<file path="src/sv/sem_pkg.sv">
// ----------------------------------------------------------------------------
// sem_pkg: shared types and constants for the servo endpoint mapper
// Beat payloads, command codes, calibration phase encoding and default ends.
// ----------------------------------------------------------------------------
package sem_pkg;

  // Command codes carried on an input beat
  localparam logic [1:0] CMD_SAMPLE = 2'd0;
  localparam logic [1:0] CMD_START  = 2'd1;
  localparam logic [1:0] CMD_ABORT  = 2'd2;

  // Phase codes as seen on the result beat
  localparam logic [1:0] PHC_OFF    = 2'd0;
  localparam logic [1:0] PHC_LEFT   = 2'd1;
  localparam logic [1:0] PHC_CENTRE = 2'd2;
  localparam logic [1:0] PHC_RIGHT  = 2'd3;

  // Default endpoints in microseconds
  localparam logic [15:0] DEF_LEFT   = 16'd900;
  localparam logic [15:0] DEF_CENTRE = 16'd1500;
  localparam logic [15:0] DEF_RIGHT  = 16'd2100;

  // Divide by 100: x < 2^23, so ceil(2^30 / 100) with a 30-bit shift is exact
  localparam int unsigned PCT_FULL  = 100;
  localparam int unsigned DIV_SHIFT = 30;
  localparam logic [23:0] DIV_MUL   = 24'(((64'd1 << DIV_SHIFT) + PCT_FULL - 1) / PCT_FULL);

  typedef struct packed {
    logic [1:0]        cmd;
    logic signed [7:0] stick_percent;
    logic              confirm;
  } item_t;

  typedef struct packed {
    logic [15:0] pulse_width;
    logic [1:0]  cal_phase;
    logic        cal_done;
  } result_t;

  typedef struct packed {
    logic [15:0] left;
    logic [15:0] centre;
    logic [15:0] right;
  } ends_t;

  localparam ends_t DEF_ENDS = '{left: DEF_LEFT, centre: DEF_CENTRE, right: DEF_RIGHT};

  // Calibration phase, one-hot
  typedef enum logic [3:0] {
    PH_OFF    = 4'b0001,
    PH_LEFT   = 4'b0010,
    PH_CENTRE = 4'b0100,
    PH_RIGHT  = 4'b1000
  } phase_t;

  function automatic logic [1:0] phase_code(phase_t ph);
    logic [1:0] code;
    case (ph)
      PH_LEFT:   code = PHC_LEFT;
      PH_CENTRE: code = PHC_CENTRE;
      PH_RIGHT:  code = PHC_RIGHT;
      default:   code = PHC_OFF;
    endcase
    return code;
  endfunction

endpackage

</file>
<file path="src/sv/sem_map.sv">
// ----------------------------------------------------------------------------
// sem_map: stick to pulse width mapping
// Piecewise linear through three endpoints, signed slope, truncation toward
// zero, result wrapped to 16 bits. Purely combinational.
// ----------------------------------------------------------------------------
module sem_map (
  input  sem_pkg::ends_t    ends,
  input  logic signed [7:0] stick_percent,
  output logic [15:0]       pulse_width
);
  import sem_pkg::*;

  logic        neg;
  logic [16:0] diff;
  logic [16:0] diff_neg;
  logic [15:0] abs_diff;
  logic [7:0]  mag_pct;
  logic [23:0] prod;
  logic [46:0] prod_m;
  logic [15:0] quot;
  logic [15:0] delta;

  // Pick the side and its signed span
  assign neg  = stick_percent[7];
  assign diff = neg ? ({1'b0, ends.centre} - {1'b0, ends.left})
                    : ({1'b0, ends.right} - {1'b0, ends.centre});
  assign diff_neg = 17'(~diff + 17'd1);
  assign abs_diff = diff[16] ? diff_neg[15:0] : diff[15:0];
  assign mag_pct  = neg ? 8'(~stick_percent + 8'sd1) : 8'(stick_percent);

  // Magnitude product, then divide by 100 through the reciprocal
  assign prod   = 24'(abs_diff) * 24'(mag_pct);
  assign prod_m = 47'(prod) * 47'(DIV_MUL);
  assign quot   = prod_m[DIV_SHIFT +: 16];

  // Restore the sign of the span and apply about the centre, mod 2^16
  assign delta       = diff[16] ? 16'(~quot + 16'd1) : quot;
  assign pulse_width = neg ? 16'(ends.centre - delta) : 16'(ends.centre + delta);

endmodule

</file>
<file path="src/sv/sem_cal.sv">
// ----------------------------------------------------------------------------
// sem_cal: calibration state and per-beat update
// Holds the live and saved endpoints and the capture phase; works out the
// result for the beat on its input and updates state when fire is high.
// ----------------------------------------------------------------------------
module sem_cal (
  input  logic              clk,
  input  logic              rst,
  input  logic              fire,
  input  sem_pkg::item_t    item,
  output sem_pkg::result_t  result
);
  import sem_pkg::*;

  phase_t      phase, phase_next;
  ends_t       ends, ends_next;
  ends_t       saved, saved_next;
  logic [15:0] cap_left, cap_left_next;
  logic [15:0] cap_centre, cap_centre_next;
  ends_t       ends_sel;
  logic [15:0] pulse;
  logic        done;

  // Endpoints that this beat maps with
  always_comb begin
    case (item.cmd)
      CMD_START: ends_sel = DEF_ENDS;
      CMD_ABORT: ends_sel = saved;
      default:   ends_sel = ends;
    endcase
  end

  sem_map u_map (
    .ends          (ends_sel),
    .stick_percent (item.stick_percent),
    .pulse_width   (pulse)
  );

  // Phase sequencing and captures
  always_comb begin
    phase_next      = phase;
    ends_next       = ends_sel;
    saved_next      = saved;
    cap_left_next   = cap_left;
    cap_centre_next = cap_centre;
    done            = 1'b0;
    case (item.cmd)
      CMD_START: phase_next = PH_LEFT;
      CMD_ABORT: phase_next = PH_OFF;
      default: begin
        if (item.confirm) begin
          case (phase)
            PH_LEFT: begin
              cap_left_next = pulse;
              phase_next    = PH_CENTRE;
            end
            PH_CENTRE: begin
              cap_centre_next = pulse;
              phase_next      = PH_RIGHT;
            end
            PH_RIGHT: begin
              ends_next  = '{left: cap_left, centre: cap_centre, right: pulse};
              saved_next = '{left: cap_left, centre: cap_centre, right: pulse};
              phase_next = PH_OFF;
              done       = 1'b1;
            end
            default: ;
          endcase
        end
      end
    endcase
  end

  assign result = '{pulse_width: pulse, cal_phase: phase_code(phase_next), cal_done: done};

  always_ff @(posedge clk) begin
    if (rst) begin
      phase      <= PH_OFF;
      ends       <= DEF_ENDS;
      saved      <= DEF_ENDS;
      cap_left   <= '0;
      cap_centre <= '0;
    end else if (fire) begin
      phase      <= phase_next;
      ends       <= ends_next;
      saved      <= saved_next;
      cap_left   <= cap_left_next;
      cap_centre <= cap_centre_next;
    end
  end

endmodule

</file>
<file path="src/sv/servo_endpoint_calibration_mapper_core.sv">
// An accepted input beat goes through the input register and then the result register.
// Throughput: one beat per cycle while the result side is not stalled; mapping,
// capture and endpoint update are combinational between the input and result registers.
// One extra beat is taken while a finished result is held by stall.
// Reset (synchronous): pipe empty, calibration off, endpoints and saved copy
// at 900 / 1500 / 2100, captures cleared.
// ----------------------------------------------------------------------------
// servo_endpoint_calibration_mapper_core: top level
// Input register, calibration/mapping stage and result register.
// ----------------------------------------------------------------------------
module servo_endpoint_calibration_mapper_core (
  input  logic             clk,
  input  logic             rst,
  input  logic             item_valid,
  output logic             item_stall,
  input  sem_pkg::item_t   item,
  output logic             result_valid,
  input  logic             result_stall,
  output sem_pkg::result_t result
);
  import sem_pkg::*;

  logic    s1_valid;
  item_t   s1_item;
  logic    out_free;
  logic    fire;
  result_t res_next;

  // Pipe control
  assign out_free   = !result_valid || !result_stall;
  assign fire       = s1_valid && out_free;
  assign item_stall = s1_valid && !out_free;

  // Input register
  always_ff @(posedge clk) begin
    if (rst) begin
      s1_valid <= 1'b0;
    end else if (!item_stall) begin
      s1_valid <= item_valid;
    end
  end

  always_ff @(posedge clk) begin
    if (!item_stall && item_valid) begin
      s1_item <= item;
    end
  end

  sem_cal u_cal (
    .clk    (clk),
    .rst    (rst),
    .fire   (fire),
    .item   (s1_item),
    .result (res_next)
  );

  // Result register
  always_ff @(posedge clk) begin
    if (rst) begin
      result_valid <= 1'b0;
    end else if (out_free) begin
      result_valid <= s1_valid;
    end
  end

  always_ff @(posedge clk) begin
    if (fire) begin
      result <= res_next;
    end
  end

endmodule

</file>
<file path="config.mk">
export PLATFORM = sky130hd
export DESIGN_NAME = servo_endpoint_calibration_mapper_core
export DESIGN_NICKNAME = d
export VERILOG_FILES = /design/src/sv/sem_pkg.sv /design/src/sv/sem_map.sv /design/src/sv/sem_cal.sv /design/src/sv/servo_endpoint_calibration_mapper_core.sv
export SDC_FILE = /design/constraint.sdc
export NUM_CORES = 1
export LEC_CHECK = 0
export BUFFER_PORTS_ARGS = -buffer_cell sky130_fd_sc_hd__buf_2
export CORE_UTILIZATION = 40
export CTS_CLUSTER_DIAMETER = 120
export DETAILED_ROUTE_END_ITERATION = 6
export HOLD_SLACK_MARGIN = 0.1
export SYNTH_ARGS = -nofsm -noshare
export SYNTH_HDL_FRONTEND = slang
export SYNTH_SLANG_ARGS = --single-unit
</file>
<file path="constraint.sdc">
create_clock -name clk -period 21.1 [get_ports clk]
set_clock_uncertainty 0.1 [all_clocks]
set_input_delay 0 -clock clk [delete_from_list [all_inputs] [get_ports clk]]
set_output_delay 0 -clock clk [all_outputs]
set_load 0.02 [all_outputs]
</file>
==> results of run 1 <==
## layout make-up
type,instances,area (µm²)
clock inverters,14,148.9
inverters,519,1948
fillers,6275,35620
flip-flops and latches,164,3583
clock buffers,18,450.4
multi-input cells,2164,19660
repair buffers,87,609.3
well taps,846,1059
## per-layer routing
layer	up-vias	global-route usage
met4	2	0.06022
li1	9833	-
met2	537	0.3911
met5	-	0
met1	10350	0.3067
met3	85	0.02480
## cell usage in the layout (no fill, tap or decap), types with 13 or more instances in the layout
cell type / netlist / layout
inv_1: 516 / 516
ha_1: 347 / 346
fa_1: 308 / 308
nor2_1: 259 / 256
nand2_1: 237 / 236
a21oi_1: 188 / 188
dfxtp_1: 134 / 134
xnor2_1: 98 / 97
o21ai_0: 67 / 67
xor2_1: 48 / 48
buf_4: 2 / 37
buf_2: 6 / 34
a211oi_1: 33 / 32
and3_1: 31 / 31
nor3_1: 31 / 31
nand2b_1: 30 / 30
edfxtp_1: 30 / 30
nand3_1: 29 / 29
or2_2: 28 / 28
o211ai_1: 26 / 26
a31oi_1: 26 / 26
nand3b_1: 23 / 23
a21o_1: 22 / 22
and2_1: 21 / 21
a211o_1: 19 / 19
o21a_1: 18 / 18
clkbuf_16: 0 / 18
o21bai_1: 15 / 15
dlygate4sd3_1: 0 / 15
or3_1: 14 / 14
a222oi_1: 14 / 14
a22oi_1: 13 / 13
mux2i_1: 13 / 13
## cells by family (layout without fill, tap and decap cells)
family          after synthesis  in the layout  share of synthesized area
mux                          16             16                   0.006420
xor+xnor                    148            148                    0.05136
flops                       164            164                     0.1404
compound gates              561            561                     0.1516
buf+inv                     618            638                    0.09145
simple gates                778            778                     0.1449
fa+ha+maj                   661            661                     0.4139
## registers in the layout, summed over array words and instances (netlist names)
signal            flops
s1_item              11
u_cal.cap_left       16
u_cal.cap_centre     16
result_valid          1
result               19
u_cal.ends           48
u_cal.phase           4
u_cal.saved          48
s1_valid              1
## critical path, delay by kind of cell, from the launching register on
family	cells	cell delay, ps
adder cells (fa/ha/maj)	17	7450
AO/OA/AOI/OAI	30	6520
XOR/XNOR	5	1870
AND/OR/NAND/NOR	7	1700
buffers and inverters	12	1460
flip-flops	1	400
## worst min path at each step
stage / start / endpoint / slack (ps) / cells past startpoint
2_1_floorplan: item[0] / s1_item[0] / -1 / 0
3_3_place_gp: item[0] / s1_item[0] / 80 / 1
3_5_place_dp: item[7] / s1_item[7] / 80 / 1
4_1_cts: item[8] / s1_item[8] / 160 / 2
5_1_grt: item[0] / s1_item[0] / 160 / 2
6_report: item[8] / s1_item[8] / 160 / 2
## cell usage after synthesis, types with 23 or more instances
cell,n
fa_1,308
nor3_1,31
nand2_1,237
a31oi_1,26
inv_1,516
a211oi_1,33
o211ai_1,26
xnor2_1,98
a21oi_1,188
or2_2,28
clkbuf_1,84
o21ai_0,67
nand2b_1,30
nand3_1,29
nand3b_1,23
xor2_1,48
ha_1,347
dfxtp_1,134
edfxtp_1,30
nor2_1,259
and3_1,31
## per-stage QoR
stage          hold slack, ps  utilization
6_report                156.0       0.4353
5_1_grt                 163.8       0.4353
4_1_cts                 156.8       0.4351
3_5_place_dp            78.81       0.4232
3_3_place_gp            78.47       0.4232
2_1_floorplan          -1.131            -
## what timing repair did
action / CTS / global route
endpoints found under the hold margin: 61 / 0
hold buffers: 15 / 0
resized for setup: 0 / 2
setup endpoints to repair: 0 / 10
==> qor.yml, run 1 <==
status:
  status: "finished, violations left"
  violations: "DRC"
synthesis:
  syn_area_per_cell_um2: 8.666
  synth-seq-area-share: 0.1404
  ys.flop_type: "dfxtp_1"
  yosys_warnings: 0
  synth_edf_count: 30
  synth_top_cells_by_area: "fa_1 24%, ha_1 17%, dfxtp_1 11%"
  ys_ff_latch: 164
  yosysTopAreaCell: "fa_1"
  ys_async_sr_fraction: 0
  synth_area_mm2: 0.02553
  synthDominantCellAreaShare: 0.2415
  netlist_instances: 2946
  synth_cell_types: 99
  syn_nets: 3616
floorplan:
  dieArea_mm2: 0.06484
  die_h_um: 254.6
  initial_utilization: 0.4047
  num_rows: 92
  ios: 36
  core-area_mm2: 0.06308
  die_w_um: 254.6
cells_and_area:
  drive_above_1_share: 0.06035
  finish.net_count: 3623
  stdcell_count: 3812
  syn_to_final_growth_pct: 7.542
  antenna_cells: 0
  final_area_mm2: 0.02746
timing:
  fin_crit_ps: 19610
  rsz0062_at_grt: "false"
  slew_headroom: 0.1462
  fmax_mhz: 51.00
  period_share: 0.9293
  hold_violations: 0
  setup_tns_ps: 0
  worst_slew_pin_slew_ps: 1272
  finalSetupViolCount: 0
  slew_violations: 0
  setup_ws_ps: 1493
clock_network:
  root_buffer: "clkbuf_16"
  cts_made_buffers: 17
  clk_pin_slew_ps: 80
  clock_sinks: 164
  clock_path_buffers: 2
  ctsHtreeMaxLevel: 4
  postCtsSetupRepairBufs: 0
  clkLatencyLatePin_ps: 450
  cts_tree: "yes"
critical_path:
  setup.worst_path.start_class: "register"
  worstPathRequired_ps: 21360
  reg2reg_to: "u_cal.saved[10]"
  endpoint_kind: "register"
  crit_path_max_fanout: 35
  r2r_start: "s1_item[9]"
  cp-endpoint: "u_cal.saved[10]"
  slowest_delay_ps: 710
  criticalPathCategory: "register to register"
  cp-startpoint: "s1_item[9]"
  reg2reg_depth: 71
  r2r_slack_ps: 1490
  cp_common_cell: "inv_1"
  arrival_ps: 19870
  cp_slowest_cell: "xor2_1"
route:
  wl_met2_um: 35350
  via_count: 20810
  routed_wirelength_um: 72600
  routedWlPerCell_um: 19.05
  drtIter0Drc: 1506
  dr.pass1.iters: 7
  top_layer_used: "met5"
  wl_met1_um: 32320
  drcViolationCount: 2
  wl_met3_um: 3215
  ant_nets: 0
  routed_via_density: 5.458
placed_design:
  place.gp.congestion: 0.9256
  dp_hpwl_um: 58280
  post-place-cells: 3765
  place_area_mm2: 0.02670
  dp_slack_ps: 1314
  port_buffers: 35
global_routing:
  grt_max_degree: 91
  groute.usage.overall: 0.2289
  antenna_found_initial: 1
  grt_overflow: 0
  grt_pass1_wl_um: 116100
  grt_pass1_vias: 21070
worst_hold_path:
  min_path_type: "input pin to register"
job:
  max-cap-violations: 0
Power of run 1 is left out: the tool's default activity adds up to more than one toggle a clock period on the data nets, which glitch-free logic cannot reach.
==> run 2: changes to the inputs <==
--- a/config.mk
+++ b/config.mk
@@ -6,10 +6,12 @@
 export NUM_CORES = 1
 export LEC_CHECK = 0
 export BUFFER_PORTS_ARGS = -buffer_cell sky130_fd_sc_hd__buf_2
+export CORE_MARGIN = 4
 export CORE_UTILIZATION = 40
 export CTS_CLUSTER_DIAMETER = 120
 export DETAILED_ROUTE_END_ITERATION = 6
 export HOLD_SLACK_MARGIN = 0.1
+export MAX_ROUTING_LAYER = met4
 export SYNTH_ARGS = -nofsm -noshare
 export SYNTH_HDL_FRONTEND = slang
 export SYNTH_SLANG_ARGS = --single-unit
==> run 2 against run 1 <==
  * The run now ends clean
  * Global-route usage is 0.95 points lower
  * Non-clock buffer count is 1 higher
  * Setup slack worse by 100 ps
  * Via count hardly changed
  * Die area is 4.8% higher
  * Core utilization hardly changed
  * Final cell count hardly changed
  * Final area hardly changed
  * Sequential share of layout area hardly changed
  * Hold slack better by 10 ps
  * Highest routed layer is now met4
==> qor.yml, run 2 (synthesis results as in run 1) <==
floorplan:
  die_h_um: 260.6  # +2.4%
  ios: 36  # unchanged
  dieArea_mm2: 0.06793  # +4.8%
  initial_utilization: 0.4047  # unchanged
  core-area_mm2: 0.06308  # unchanged
  die_w_um: 260.6  # +2.4%
  num_rows: 92  # unchanged
placed_design:
  dp_hpwl_um: 58100  # -0.30%
  port_buffers: 35  # unchanged
  place_area_mm2: 0.02670  # about the same
  place.gp.congestion: 0.9330  # +0.80%
route:
  routedWlPerCell_um: 18.81  # -1.2%
  dr.pass1.iters: 6  # -1
  routed_wirelength_um: 71730  # -1.2%
  drcViolationCount: 0  # -2
  ant_nets: 0  # unchanged
  via_count: 20820  # +0.087%
  drtIter0Drc: 1474  # -2.1%
  routed_via_density: 5.461  # about the same
timing:
  fmax_mhz: 50.74  # -0.51%
  setup_tns_ps: 0  # unchanged
  slew_violations: 0  # unchanged
  finalSetupViolCount: 0  # unchanged
  hold_violations: 0  # unchanged
  slew_headroom: 0.2173  # +0.07117
  worst_slew_pin_slew_ps: 1172  # -100.0 ps
  period_share: 0.9340  # +0.004740
  fin_crit_ps: 19710  # +100.0 ps
  rsz0062_at_grt: "false"
cells_and_area:
  top_regs: "u_cal.ends (48), u_cal.saved (48), result (19)"
  layout_commonest_cell: "inv_1"
  final-seq-area_mm2: 0.003583  # unchanged
  multi_input_area_mm2: 0.01967  # about the same
  antenna_cells: 0  # unchanged
  fillers: 6300  # +0.40%
  finish.net_count: 3624  # +0.028%
  drive_above_1_share: 0.06202  # +0.001665
  mostFrequentLayoutCells: "515 x inv_1, 346 x ha_1, 308 x fa_1, 255 x nor2_1, 236 x nand2_1"
  final_area_mm2: 0.02745  # about the same
  syn_to_final_growth_pct: 7.513  # about the same
worst_hold_path:
  min_path_type: "input pin to register"
  hp-start: "item[8]"
global_routing:
  grt_pass1_vias: 20920  # -0.74%
  grt_max_degree: 102  # +12%
  grt_overflow: 0  # unchanged
  groute.usage.overall: 0.2195  # -0.009462
  antenna_found_initial: 1  # unchanged
  grt_pass1_wl_um: 115600  # -0.43%
critical_path:
  crit_path_max_fanout: 25  # -29%
  worstPathRequired_ps: 21160  # -200 ps
  slowest_delay_ps: 630  # -80 ps
  arrival_ps: 19770  # -100 ps
  cp_common_cell: "inv_1"
  criticalPathCategory: "register to register"
  cp-startpoint: "s1_item[10]"
  r2r_start: "s1_item[10]"
  setup.worst_path.start_class: "register"
  cp_slowest_cell: "ha_2"
  endpoint_kind: "register"
clock_network:
  root_buffer: "clkbuf_16"
  clock_path_buffers: 2  # unchanged
  clkLatencyLatePin_ps: 450  # about the same
  clock_sinks: 164  # unchanged
  clk_pin_slew_ps: 70  # about the same
  cts_tree: "yes"
  ctsHtreeMaxLevel: 4  # unchanged
  cts_made_buffers: 17  # unchanged
status:
  status: "completed"
job:
  max-cap-violations: 0  # unchanged
==> run 2: changes by cell type in the layout (fill, tap and decap cells not counted), moves of 2 or more <==
cell,previous run,this run
clkinv_2,0,3
buf_4,37,39
inv_8,5,3
clkinv_8,2,0
clkinv_4,1,3
inv_6,5,3
==> run 2: stage by stage <==
| stage | worst slack [ps] | cells | utilization | hold WS (ps) |
|---|---|---|---|---|
| after global routing | 151.0 | 3813 | 0.4351 | 169.9 |
| after CTS | 879.3 | 3812 | 0.4347 | 150.8 |
| after global placement | 1394 | 3765 | 0.4233 | 77.70 |
| final | 1393 | 3813 | 0.4351 | 166.1 |
| after floorplan | 2578 | 2946 | - | -1.131 |
| after detailed placement | 928.1 | 3765 | 0.4233 | 78.83 |
==> run 2: final timing paths <==
path              cells past startpoint             end  slack [ps]
setup / recovery                     73      result[18]        1390
hold / removal                        2      s1_item[8]         170
setup reg to reg                     73      result[18]        1390
hold reg to reg                       2  u_cal.saved[2]         340
==> run 2: routing by layer <==
metal,wire [µm],global-route usage
met5,0,-
met4,1738,0.05755
met3,3420,0.01853
met2,34590,0.3633
met1,31980,0.2922
==> run 2: critical path: cells and delay by family (launching register included) <==
kind / cells / cell delay [ps]
AND/OR/NAND/NOR: 9 / 2110
XOR/XNOR: 6 / 1120
adder cells (fa/ha/maj): 21 / 8840
AO/OA/AOI/OAI: 22 / 5380
flip-flops: 1 / 390
buffers and inverters: 15 / 1460
==> run 2: area by class of cell <==
type                    count  area share
flip-flops and latches    164      0.1305
clock buffers              17     0.01550
repair buffers             88     0.02234
inverters                 519     0.07111
multi-input cells        2164      0.7167
clock inverters            15    0.005288
well taps                 846     0.03856
==> run 2: timing repair <==
item / CTS / global route
gates resized for setup: 0 / 4
hold endpoints to repair: 48 / 0
hold buffers: 15 / 0
setup buffers: 0 / 1
endpoints found under the setup margin: 0 / 48
Power of run 2 is left out for the same reason.
